===== config.mk =====
export PLATFORM = sky130hd
export DESIGN_NAME = stepper_ramp_pulse_generator
export DESIGN_NICKNAME = d
export VERILOG_FILES = /design/src/rtl/srpg_pkg.sv /design/src/rtl/stepper_ramp_pulse_generator.sv
export SDC_FILE = /design/constraint.sdc
export NUM_CORES = 2
export LEC_CHECK = 0
export ABC_AREA = 1
export BUFFER_PORTS_ARGS = -buffer_cell sky130_fd_sc_hd__buf_2
export CORE_ASPECT_RATIO = 1.2
export CORE_MARGIN = 2
export CORE_UTILIZATION = 39
export CTS_BUF_LIST = sky130_fd_sc_hd__clkbuf_16
export DETAILED_ROUTE_END_ITERATION = 16
export PLACE_DENSITY = 0.56
export SLEW_MARGIN = 5
export SYNTH_ARGS = -nofsm -noshare
export SYNTH_HDL_FRONTEND = slang
export SYNTH_SLANG_ARGS = --single-unit

===== constraint.sdc =====
create_clock -name clock -period 16.4 [get_ports clock]
set_clock_uncertainty 0.15 [all_clocks]
set_input_delay 4.92 -clock clock [delete_from_list [all_inputs] [get_ports clock]]
set_output_delay 4.92 -clock clock [all_outputs]
set_load 0.01 [all_outputs]

===== src/rtl/srpg_pkg.sv =====
// Shared widths, register indexes, reset values and ramp constants of the step pulse generator.
package srpg_pkg;

   // Core sizes
   localparam int COUNT_WIDTH  = 24;
   localparam int PERIOD_WIDTH = 10;

   // Fixed field and register widths
   localparam int TICKS_W     = 24;
   localparam int STEPS_W     = 24;
   localparam int SLOPE_W     = 16;
   localparam int INTERCEPT_W = 24;
   localparam int HALF_W      = 10;
   localparam int REQ_DATA_W  = 24;
   localparam int RSP_DATA_W  = 32;
   localparam int CSR_ADDR_W  = 2;
   localparam int CSR_DATA_W  = 24;

   // Register indexes
   localparam logic [CSR_ADDR_W-1:0] REG_RAMP_SLOPE      = 2'd0;
   localparam logic [CSR_ADDR_W-1:0] REG_RAMP_INTERCEPT  = 2'd1;
   localparam logic [CSR_ADDR_W-1:0] REG_MIN_HALF_PERIOD = 2'd2;
   localparam logic [CSR_ADDR_W-1:0] REG_MAX_HALF_PERIOD = 2'd3;

   // Register reset values
   localparam logic [SLOPE_W-1:0]     RST_RAMP_SLOPE     = 16'd461;
   localparam logic [INTERCEPT_W-1:0] RST_RAMP_INTERCEPT = 24'd946840;
   localparam logic [HALF_W-1:0]      RST_MIN_HALF       = 10'd300;
   localparam logic [HALF_W-1:0]      RST_MAX_HALF       = 10'd700;

   // Word kinds on the request side
   localparam logic ACTION_TICK  = 1'b0;
   localparam logic ACTION_START = 1'b1;

   // Ramp arithmetic: v / 1000 then down to a multiple of 50 equals (v / 50000) * 50.
   // v / 50000 for v < 2^24 is exact as (v * RECIP_MULT) >> RECIP_SHIFT.
   localparam int PROD_W        = SLOPE_W + COUNT_WIDTH;
   localparam int RECIP_MULT_W  = 25;
   localparam logic [RECIP_MULT_W-1:0] RECIP_MULT = 25'd21990233;
   localparam int RECIP_SHIFT   = 40;
   localparam int RECIP_PROD_W  = INTERCEPT_W + RECIP_MULT_W;
   localparam int QUOT_W        = RECIP_PROD_W - RECIP_SHIFT;
   localparam int SCALED_W      = QUOT_W + 6;
   localparam int HALF_STEP     = 50;

endpackage


===== src/rtl/stepper_ramp_pulse_generator.sv =====
// Stepper step pulse generator with linear speed ramp, one tick or start word per cycle unless stalled.
// A result word is registered and presented in the cycle after its request word is accepted.
// Throughput: one request word per cycle unless results stall; the result register is reloaded while it drains.
// The ramp product is registered ahead of its use: a count update is always
// followed by a low-phase expiry before the next high-phase expiry reads it.
// Reset (synchronous, active high) idles the block and loads the ramp register defaults.
module stepper_ramp_pulse_generator (
   input  logic                              clock,
   input  logic                              reset,
   // request side
   input  logic                              req_tvalid,
   output logic                              req_tready,
   input  logic [srpg_pkg::REQ_DATA_W-1:0]   req_tdata,   // [23:0] move_ticks (signed)
   input  logic [0:0]                        req_tuser,   // [0] action: 0 tick, 1 start
   // result side
   output logic                              rsp_tvalid,
   input  logic                              rsp_tready,
   output logic [srpg_pkg::RSP_DATA_W-1:0]   rsp_tdata,   // [0] step_level, [1] direction,
                                                          // [2] busy_res, [3] done_res,
                                                          // [27:4] steps_taken, [31:28] zero
   // configuration writes
   input  logic                              csr_we,
   input  logic [srpg_pkg::CSR_ADDR_W-1:0]   csr_addr,
   input  logic [srpg_pkg::CSR_DATA_W-1:0]   csr_wdata
);
   import srpg_pkg::*;

   // ---------------------------------------------------------------
   // Configuration registers
   // ---------------------------------------------------------------
   logic [SLOPE_W-1:0]     slope_ff;
   logic [SLOPE_W-1:0]     slope_in;
   logic [INTERCEPT_W-1:0] intercept_ff;
   logic [HALF_W-1:0]      min_half_ff;
   logic [HALF_W-1:0]      max_half_ff;

   // slope as it will stand after this edge, so a write reaches the product register at once
   always_comb begin
      slope_in = slope_ff;
      if (reset) begin
         slope_in = RST_RAMP_SLOPE;
      end else if (csr_we && (csr_addr == REG_RAMP_SLOPE)) begin
         slope_in = csr_wdata[SLOPE_W-1:0];
      end
   end

   always_ff @(posedge clock) begin
      if (reset) begin
         slope_ff     <= RST_RAMP_SLOPE;
         intercept_ff <= RST_RAMP_INTERCEPT;
         min_half_ff  <= RST_MIN_HALF;
         max_half_ff  <= RST_MAX_HALF;
      end else if (csr_we) begin
         case (csr_addr)
            REG_RAMP_SLOPE:      slope_ff     <= csr_wdata[SLOPE_W-1:0];
            REG_RAMP_INTERCEPT:  intercept_ff <= csr_wdata[INTERCEPT_W-1:0];
            REG_MIN_HALF_PERIOD: min_half_ff  <= csr_wdata[HALF_W-1:0];
            REG_MAX_HALF_PERIOD: max_half_ff  <= csr_wdata[HALF_W-1:0];
            default: ;
         endcase
      end
   end

   // ---------------------------------------------------------------
   // Move state
   // ---------------------------------------------------------------
   logic                    phase_ff,   phase_in;
   logic [COUNT_WIDTH-1:0]  count_ff,   count_in;
   logic [COUNT_WIDTH-1:0]  target_ff,  target_in;
   logic [PERIOD_WIDTH-1:0] cdown_ff,   cdown_in;
   logic [PERIOD_WIDTH-1:0] half_ff,    half_in;
   logic                    dir_ff,     dir_in;
   logic                    running_ff, running_in;
   logic                    pin_ff,     pin_in;
   logic                    done_in;

   // ---------------------------------------------------------------
   // Ramp stage 1: distance to the nearer end, times slope (runs every cycle)
   // ---------------------------------------------------------------
   logic [COUNT_WIDTH-1:0] left_dist;
   logic [COUNT_WIDTH-1:0] near_dist;
   logic [PROD_W-1:0]      prod_ff, prod_in;

   always_comb begin
      left_dist = (target_ff >= count_ff) ? (target_ff - count_ff) : (count_ff - target_ff);
      near_dist = (count_ff < left_dist) ? count_ff : left_dist;
      prod_in   = PROD_W'(slope_in) * PROD_W'(near_dist);
   end

   always_ff @(posedge clock) begin
      prod_ff <= prod_in;
   end

   // ---------------------------------------------------------------
   // Ramp stage 2: (intercept - product) / 50000 * 50, clamped
   // A negative ramp value truncates to at most zero, which clamps like zero.
   // ---------------------------------------------------------------
   logic                    ramp_neg;
   logic [INTERCEPT_W-1:0]  ramp_val;
   logic [RECIP_PROD_W-1:0] recip_prod;
   logic [QUOT_W-1:0]       quot;
   logic [SCALED_W-1:0]     scaled;
   logic [SCALED_W-1:0]     clamped;
   logic [PERIOD_WIDTH-1:0] next_half;

   always_comb begin
      ramp_neg   = prod_ff > PROD_W'(intercept_ff);
      ramp_val   = ramp_neg ? '0 : INTERCEPT_W'(PROD_W'(intercept_ff) - prod_ff);
      recip_prod = RECIP_PROD_W'(ramp_val) * RECIP_PROD_W'(RECIP_MULT);
      quot       = recip_prod[RECIP_PROD_W-1:RECIP_SHIFT];
      scaled     = SCALED_W'(quot) * SCALED_W'(HALF_STEP);
      clamped    = scaled;
      // low bound first, then high bound: max wins when the bounds cross
      if (clamped < SCALED_W'(min_half_ff)) begin
         clamped = SCALED_W'(min_half_ff);
      end
      if (clamped > SCALED_W'(max_half_ff)) begin
         clamped = SCALED_W'(max_half_ff);
      end
      next_half = PERIOD_WIDTH'(clamped);
   end

   // ---------------------------------------------------------------
   // Word handling
   // ---------------------------------------------------------------
   logic                   req_accept;
   logic                   ticks_neg;
   logic [TICKS_W-1:0]     ticks_mag;

   logic                   rsp_valid_ff;
   logic [RSP_DATA_W-1:0]  rsp_data_ff, rsp_data_in;

   assign req_tready = !rsp_valid_ff || rsp_tready;
   assign req_accept = req_tvalid && req_tready;

   always_comb begin
      ticks_neg  = req_tdata[TICKS_W-1];
      ticks_mag  = ticks_neg ? (TICKS_W'(0) - req_tdata) : req_tdata;

      phase_in   = phase_ff;
      count_in   = count_ff;
      target_in  = target_ff;
      cdown_in   = cdown_ff;
      half_in    = half_ff;
      dir_in     = dir_ff;
      running_in = running_ff;
      pin_in     = pin_ff;
      done_in    = 1'b0;

      if (req_tuser[0] == ACTION_START) begin
         // new move replaces any running one; pin keeps its level
         phase_in   = 1'b0;
         count_in   = '0;
         target_in  = COUNT_WIDTH'(ticks_mag);
         half_in    = PERIOD_WIDTH'(1);
         cdown_in   = PERIOD_WIDTH'(1);
         dir_in     = !ticks_neg && (req_tdata != '0);
         running_in = 1'b1;
      end else if (running_ff) begin
         if (cdown_ff > PERIOD_WIDTH'(1)) begin
            cdown_in = cdown_ff - PERIOD_WIDTH'(1);
         end else begin
            // timer expiry (a zero countdown expires like one)
            pin_in   = phase_ff;
            cdown_in = half_ff;
            if (phase_ff) begin
               half_in  = next_half;
               cdown_in = next_half;
               count_in = count_ff + COUNT_WIDTH'(1);
            end else if (count_ff == target_ff) begin
               done_in    = 1'b1;
               running_in = 1'b0;
            end
            phase_in = !phase_ff;
         end
      end

      rsp_data_in = {4'b0000, STEPS_W'(count_in), done_in, running_in, dir_in, pin_in};
   end

   always_ff @(posedge clock) begin
      if (reset) begin
         phase_ff   <= 1'b0;
         count_ff   <= '0;
         target_ff  <= '0;
         cdown_ff   <= '0;
         half_ff    <= '0;
         dir_ff     <= 1'b0;
         running_ff <= 1'b0;
         pin_ff     <= 1'b0;
      end else if (req_accept) begin
         phase_ff   <= phase_in;
         count_ff   <= count_in;
         target_ff  <= target_in;
         cdown_ff   <= cdown_in;
         half_ff    <= half_in;
         dir_ff     <= dir_in;
         running_ff <= running_in;
         pin_ff     <= pin_in;
      end
   end

   // ---------------------------------------------------------------
   // Result register
   // ---------------------------------------------------------------
   always_ff @(posedge clock) begin
      if (reset) begin
         rsp_valid_ff <= 1'b0;
      end else if (req_accept) begin
         rsp_valid_ff <= 1'b1;
      end else if (rsp_tready) begin
         rsp_valid_ff <= 1'b0;
      end
   end

   always_ff @(posedge clock) begin
      if (req_accept) begin
         rsp_data_ff <= rsp_data_in;
      end
   end

   assign rsp_tvalid = rsp_valid_ff;
   assign rsp_tdata  = rsp_data_ff;

endmodule


### Yosys cells after proc, flatten, opt, wreduce, memory -nomap -nowiden

Index checks and enable logic that the tools add are counted.

| storage, ports and cells | value |
|---|---|
| output and inout port bits | 34 |
| input bits | 56 |
| bits in registers | 201 |

| cells by class | value |
|---|---|
| bitwise operators | 1 |
| add/subtract/negate cells | 6 |
| $lt $le $gt $ge | 6 |
| muxes and demuxes | 34 |
| reduce and logical (&&, ||, !) cells | 19 |
| $mul | 3 |
| equality and inequality tests | 5 |

Operators with widths:

| operator | number |
|---|---|
| 24-bit 2-to-1 mux | 8 |
| 10-bit 2-to-1 mux | 8 |
| 24-bit subtractor | 3 |
| 24-bit by 25-bit multiplier with 49-bit output (second input constant) | 1 |
| 40-bit by 24-bit greater-than comparator with 1-bit output | 1 |
| 16-bit by 24-bit multiplier with 40-bit output | 1 |
| 16-bit 2-to-1 mux | 2 |
| 24-bit by 1-bit adder with 24-bit output (second input constant) | 1 |
| 24-bit equality test | 1 |
| 24-bit >= comparator | 1 |
| 24-bit < comparator | 1 |
| 24-bit nonzero test | 1 |
| 1-bit by 24-bit subtractor with 24-bit output (first input constant) | 1 |
| 15-bit by 10-bit greater-than comparator with 1-bit output | 1 |
| 15-bit by 10-bit < comparator with 1-bit output | 1 |
| 1-bit 2-to-1 mux | 15 |
| 15-bit 2-to-1 mux | 1 |
| 9-bit by 5-bit multiplier with 14-bit output (second input constant) | 1 |
| 2-bit AND reduction | 6 |
| 10-bit by 1-bit greater-than comparator with 1-bit output (second input constant) | 1 |
| 10-bit by 1-bit subtractor with 10-bit output (second input constant) | 1 |
| 2-bit equality test (second input constant) | 2 |
| 2-bit nonzero test | 2 |
| 4-bit OR reduction | 1 |
| 8 further kinds | 12 |

### Depth between registers and ports, before layout

| logic depth | value |
|---|---|
| depth after elaboration | 12 |
| gate-level depth with buffers | 81 |

### Worst setup path after synthesis

No wires, ideal clock.

| timing path | value |
|---|---|
| kind | register to register |
| start point | register intercept_ff[0] |
| end point | register cdown_ff[6] |
| cell stages (with the launch flop) | 73 |
| buffers on the path | 2 |
| path slack | 3.550 ns |
| data required time | 16.180 ns |
| period minus slack after synthesis | 12.850 ns |
| arrival time | 12.630 ns |
| path through | dfxtp_1 inv_1 ha_1 inv_1 fa_1 nand2_1 nand2_1 a21oi_1 o21ai_1 a21boi_1 o21ai_2 a21boi_2 o21ai_2 nand3_1 nand2_1 nand2_1 inv_1 nor3_2 (+37 left out) buf_6 o21a_1 ha_1 nand2_1 o21ai_0 a21oi_1 or2_2 a21boi_0 o21ai_0 a21boi_0 o22ai_1 nand2_1 clkbuf_1 a21oi_1 a21o_1 nand2_1 nand2_1 a21oi_1 |

| between the ends | value |
|---|---|
| cells in the longest elaborated chain, start to end | 12 |

RTL lines:

| what | RTL line | text |
|---|---|---|
| start: declaration | stepper_ramp_pulse_generator.sv:33 | `logic [INTERCEPT_W-1:0] intercept_ff;` |
| start signal: assignment | stepper_ramp_pulse_generator.sv:56 | `REG_RAMP_INTERCEPT: intercept_ff <= csr_wdata[INTERCEPT_W-1:0];` |
| 40-bit by 24-bit greater-than comparator with 1-bit output or 24-bit subtractor (tied branches) | stepper_ramp_pulse_generator.sv:107, stepper_ramp_pulse_generator.sv:108 |  |
| 24-bit 2-to-1 mux (*) | stepper_ramp_pulse_generator.sv:108 | `ramp_val = ramp_neg ? '0 : INTERCEPT_W'(PROD_W'(intercept_ff) - prod_ff);` |
| 24-bit by 25-bit multiplier with 49-bit output (*) | stepper_ramp_pulse_generator.sv:109 | `recip_prod = RECIP_PROD_W'(ramp_val) * RECIP_PROD_W'(RECIP_MULT);` |
| 9-bit by 5-bit multiplier with 14-bit output (*) | stepper_ramp_pulse_generator.sv:111 | `scaled = SCALED_W'(quot) * SCALED_W'(HALF_STEP);` |
| 15-bit by 10-bit < comparator with 1-bit output | stepper_ramp_pulse_generator.sv:114 | `if (clamped < SCALED_W'(min_half_ff)) begin` |
| 15-bit 2-to-1 mux (*) | stepper_ramp_pulse_generator.sv:114 |  |
| 15-bit by 10-bit greater-than comparator with 1-bit output | stepper_ramp_pulse_generator.sv:117 | `if (clamped > SCALED_W'(max_half_ff)) begin` |
| 10-bit 2-to-1 mux (*) | stepper_ramp_pulse_generator.sv:117 |  |
| 10-bit 2-to-1 mux (*) | stepper_ramp_pulse_generator.sv:166 | `if (phase_ff) begin` |
| 10-bit 2-to-1 mux (*) | stepper_ramp_pulse_generator.sv:160 | `if (cdown_ff > PERIOD_WIDTH'(1)) begin` |
| 10-bit 2-to-1 mux (*) | stepper_ramp_pulse_generator.sv:159 | `end else if (running_ff) begin` |
| 10-bit 2-to-1 mux (*) | stepper_ramp_pulse_generator.sv:150 | `if (req_tuser[0] == ACTION_START) begin` |
| end signal: assignment | stepper_ramp_pulse_generator.sv:195 | `cdown_ff <= cdown_in;` |
| end: declaration | stepper_ramp_pulse_generator.sv:70 | `logic [PERIOD_WIDTH-1:0] cdown_ff, cdown_in;` |

Every way passes the cells marked *; elsewhere a longest branch is shown, timed or not. The select of a mux whose other input is x is not followed.
A chain may end at the register's enable or synchronous reset.

### Worst setup path after layout

| timing path | value |
|---|---|
| start point | register intercept_ff[7] |
| end point | register cdown_ff[2] |

Same word-level chain as after synthesis.

==> impl_metrics.tcl <==
set metrics [dict create \
    run_status "completed" \
    number_of_instances_in_the_synthesized_netlist 4694 \
    synth_top_area_cell "fa_1" \
    max-slew-margin-rel_pct 17.3 \
    final.setup.worst_slack_ns 1.35 \
    wl_cell_um 18.9 \
    fin_crit_ns 15.05 \
    design.final.nets 5854 \
    hold_path_class "reg -> reg" \
    hpwlAfterDp_mm 96.7 \
    critical_path.max_fanout 19 \
    grt_setup_unrepaired "no" \
    critPathLaunchType "flop" \
    clk_pin_slew_worst_paths_ns 0.06 \
    number_of_synthesized_flops_with_an_enable_pin 28 \
    setup_violations 0 \
    drt_drc_violations_left 0 \
    clock_sinks 201 \
    floorplan.core_area_um2 95000 \
    ys_async_sr_fraction_pct 0 \
    yosys_warnings 0 \
    post-place-cells 5974 \
    area_delta_synth_final_pct 6.98 \
    crit_required_ns 16.68 \
    cts_buffers 23 \
    site_rows 124 \
    met2WireLength_mm 59.3 \
    postLayoutCoreUtil_pct 41.9 \
    place.gp.congestion 0.959 \
    drt-initial-drc-count 1585 \
    wirelength_met1_mm 45.2 \
    antenna_cells_inserted 0 \
    aggregate_routed_wire_length_mm 113 \
    synthFlopType "dfxtp_1" \
    wire_length_of_the_first_global_routing_pass_mm 178 \
    cap_viol_max_count 0 \
    leakage_power_of_the_design_nw 20.6 \
    worst_path_largest_cell_delay_ns 0.58 \
    finalHoldViolCount 0 \
    crit_slowest_cell "nor3_2" \
    timing.critical_path.mode_cell "nand2_1" \
    number_of_primary_i_o_pins 90 \
    layoutNonFillerInstCount 6016 \
    ir_worst_vdd_mv 0.0996 \
    critPathKind "reg -> reg" \
    finalCritPeriodShare_pct 91.8 \
    fp.dieArea_um2 97800 \
    globalRouteTotalUtil_pct 23.4 \
    die_y_um 342 \
    end_kind "flop" \
    worst-slew-pin-transition_ns 1.24 \
    design_power_total_mw 3.79 \
    synth.area.top_cells "fa_1 (28%), ha_1 (18%), inv_1 (11%), dfxtp_1 (9.3%), nand2_1 (7.8%)" \
    max_clock_freq_ghz 0.0664 \
    clkLatencyLatePin_ns 0.58 \
    synth-seq-cells 201 \
    detail_route.vias_per_cell 5.05 \
    num-fill-cells 9884 \
    clk_path_buf_depth 3 \
    syn_area_per_cell_um2 7.92 \
    first_pass_iteration_count_of_the_detailed_router 6 \
    synth_area_um2 37200 \
    yosys.area.top_type_share_pct 28.4 \
    grt_max_degree 84 \
    cts.hold.buffers_added 0 \
    place_worst_setup_slack_ns 1.39 \
    start_util_pct 39.1 \
    first_global_vias 31900 \
    cellPowerDensity_nw_per_um2 95.3 \
    post_cts.repair.setup_buffers 0 \
    cts_root_buffer "clkbuf_16" \
    top_layer "met4" \
    critical_path_arrival_ns 15.34 \
    cts_max_level 1 \
    post_route_cells_drive_above_1_share_pct 6.73 \
    setup-tns-final_ns 0 \
    antenna_violations_before_repair 2 \
    grt_overflow_total 0 \
    cts_tree "built" \
    final-max-slew-violation-count 0 \
    post_drt_antenna_nets 0 \
    post_cts_resize_count 0 \
    ys_seq_area_share_pct 11.6 \
    dr_total_vias 30400 \
    layout_commonest_cell "inv_1" \
    synthDistinctLibCells 75 \
    final_cell_mix "inv_1 (1,053), nand2_1 (770), ha_1 (532)" \
    met3_wirelength_mm 3.60 \
    die_x_um 286 \
    count_of_buffers_inserted_at_the_top_level_ports 85 \
]
flip-flops by register name, summed over array words and instances, names as in the netlist:
register / count
prod_ff: 40
rsp_tdata: 28
count_ff: 24
intercept_ff: 24
target_ff: 24
slope_ff: 16
cdown_ff: 10
half_ff: 10
max_half_ff: 10
min_half_ff: 10
dir_ff: 1
phase_ff: 1
pin_ff: 1
rsp_tvalid: 1
running_ff: 1
critical path, delay by kind of cell (launching register included):
kind	cells	cell delay, ns
AO/OA/AOI/OAI	19	2.90
XOR/XNOR	3	0.70
adder cells (fa/ha/maj)	14	5.78
buffers and inverters	10	0.94
flip-flops	1	0.33
AND/OR/NAND/NOR	26	4.14
kinds of logic (layout without fill, tap and decap cells):
group / count (synthesis) / count (layout) / share of synthesized area (%)
adders and majority gates: 1059 / 1059 / 46.3
other: 1 / 4 / 0.0101
AOI/OAI and AO/OA: 695 / 695 / 10.7
buffers and inverters: 1197 / 1256 / 12.4
xor gates and xnor gates: 123 / 123 / 2.96
muxes: 2 / 2 / 0.0539
DFF: 201 / 201 / 11.6
and+or+nand+nor: 1416 / 1416 / 16.0
worst paths after layout:
| path | from | end | slack, ns | depth (start not counted) |
|---|---|---|---|---|
| max | intercept_ff[7] | cdown_ff[2] | 1.35 | 72 |
| max reg2reg | intercept_ff[7] | cdown_ff[2] | 1.35 | 72 |
| min | target_ff[23] | target_ff[23] | 0.32 | 2 |
| min reg2reg | target_ff[23] | target_ff[23] | 0.32 | 2 |
final cells by class:
class                      count  area [um^2]  area share (%)
clock buffer                  23          576            1.45
clock inverter                19          143           0.359
inverter                    1082         4070            10.2
multi-input combinational   3299        28300            71.2
sequential                   201         4300            10.8
tap                         1260         1580            3.96
timing repair buffer         132          778            1.96
per-layer routing:
layer / global-route usage [%] / vias to the layer above
met2: 44.0 / 628
met1: 27.4 / 14900
li1: - / 14700
met3: 1.58 / 214
met5: 0 / -
met4: 9.83 / 0
synthesized netlist by cell type (15+ instances only):
master / instances
xor2_1: 71
nand2_2: 34
clkbuf_1: 76
fa_1: 527
o21ai_2: 15
a31oi_1: 27
inv_2: 22
nand2_1: 770
nor2_1: 363
nor4_1: 18
nor3_1: 52
a21oi_1: 321
o21ai_0: 168
o21ai_1: 32
o211ai_1: 31
xnor2_1: 49
nand4_1: 26
inv_1: 1049
edfxtp_1: 28
nand3_1: 83
or2_2: 23
ha_1: 532
dfxtp_1: 173
a21o_1: 23
buf_2: 21
through the flow:
step	hold slack (ns)	instance area (um^2)
after global placement	0.304	39000
after global routing	0.350	39800
after CTS	0.323	39800
after floorplan	0.285	37200
after detailed placement	0.313	39000
final	0.322	39800
power by group:
part | switching [mW] | internal (mW)
registers | 0.0416 | 0.569
logic | 1.71 | 0.958
clock network | 0.237 | 0.275
total | 1.99 | 1.80
(Power assumes the default switching activity.)
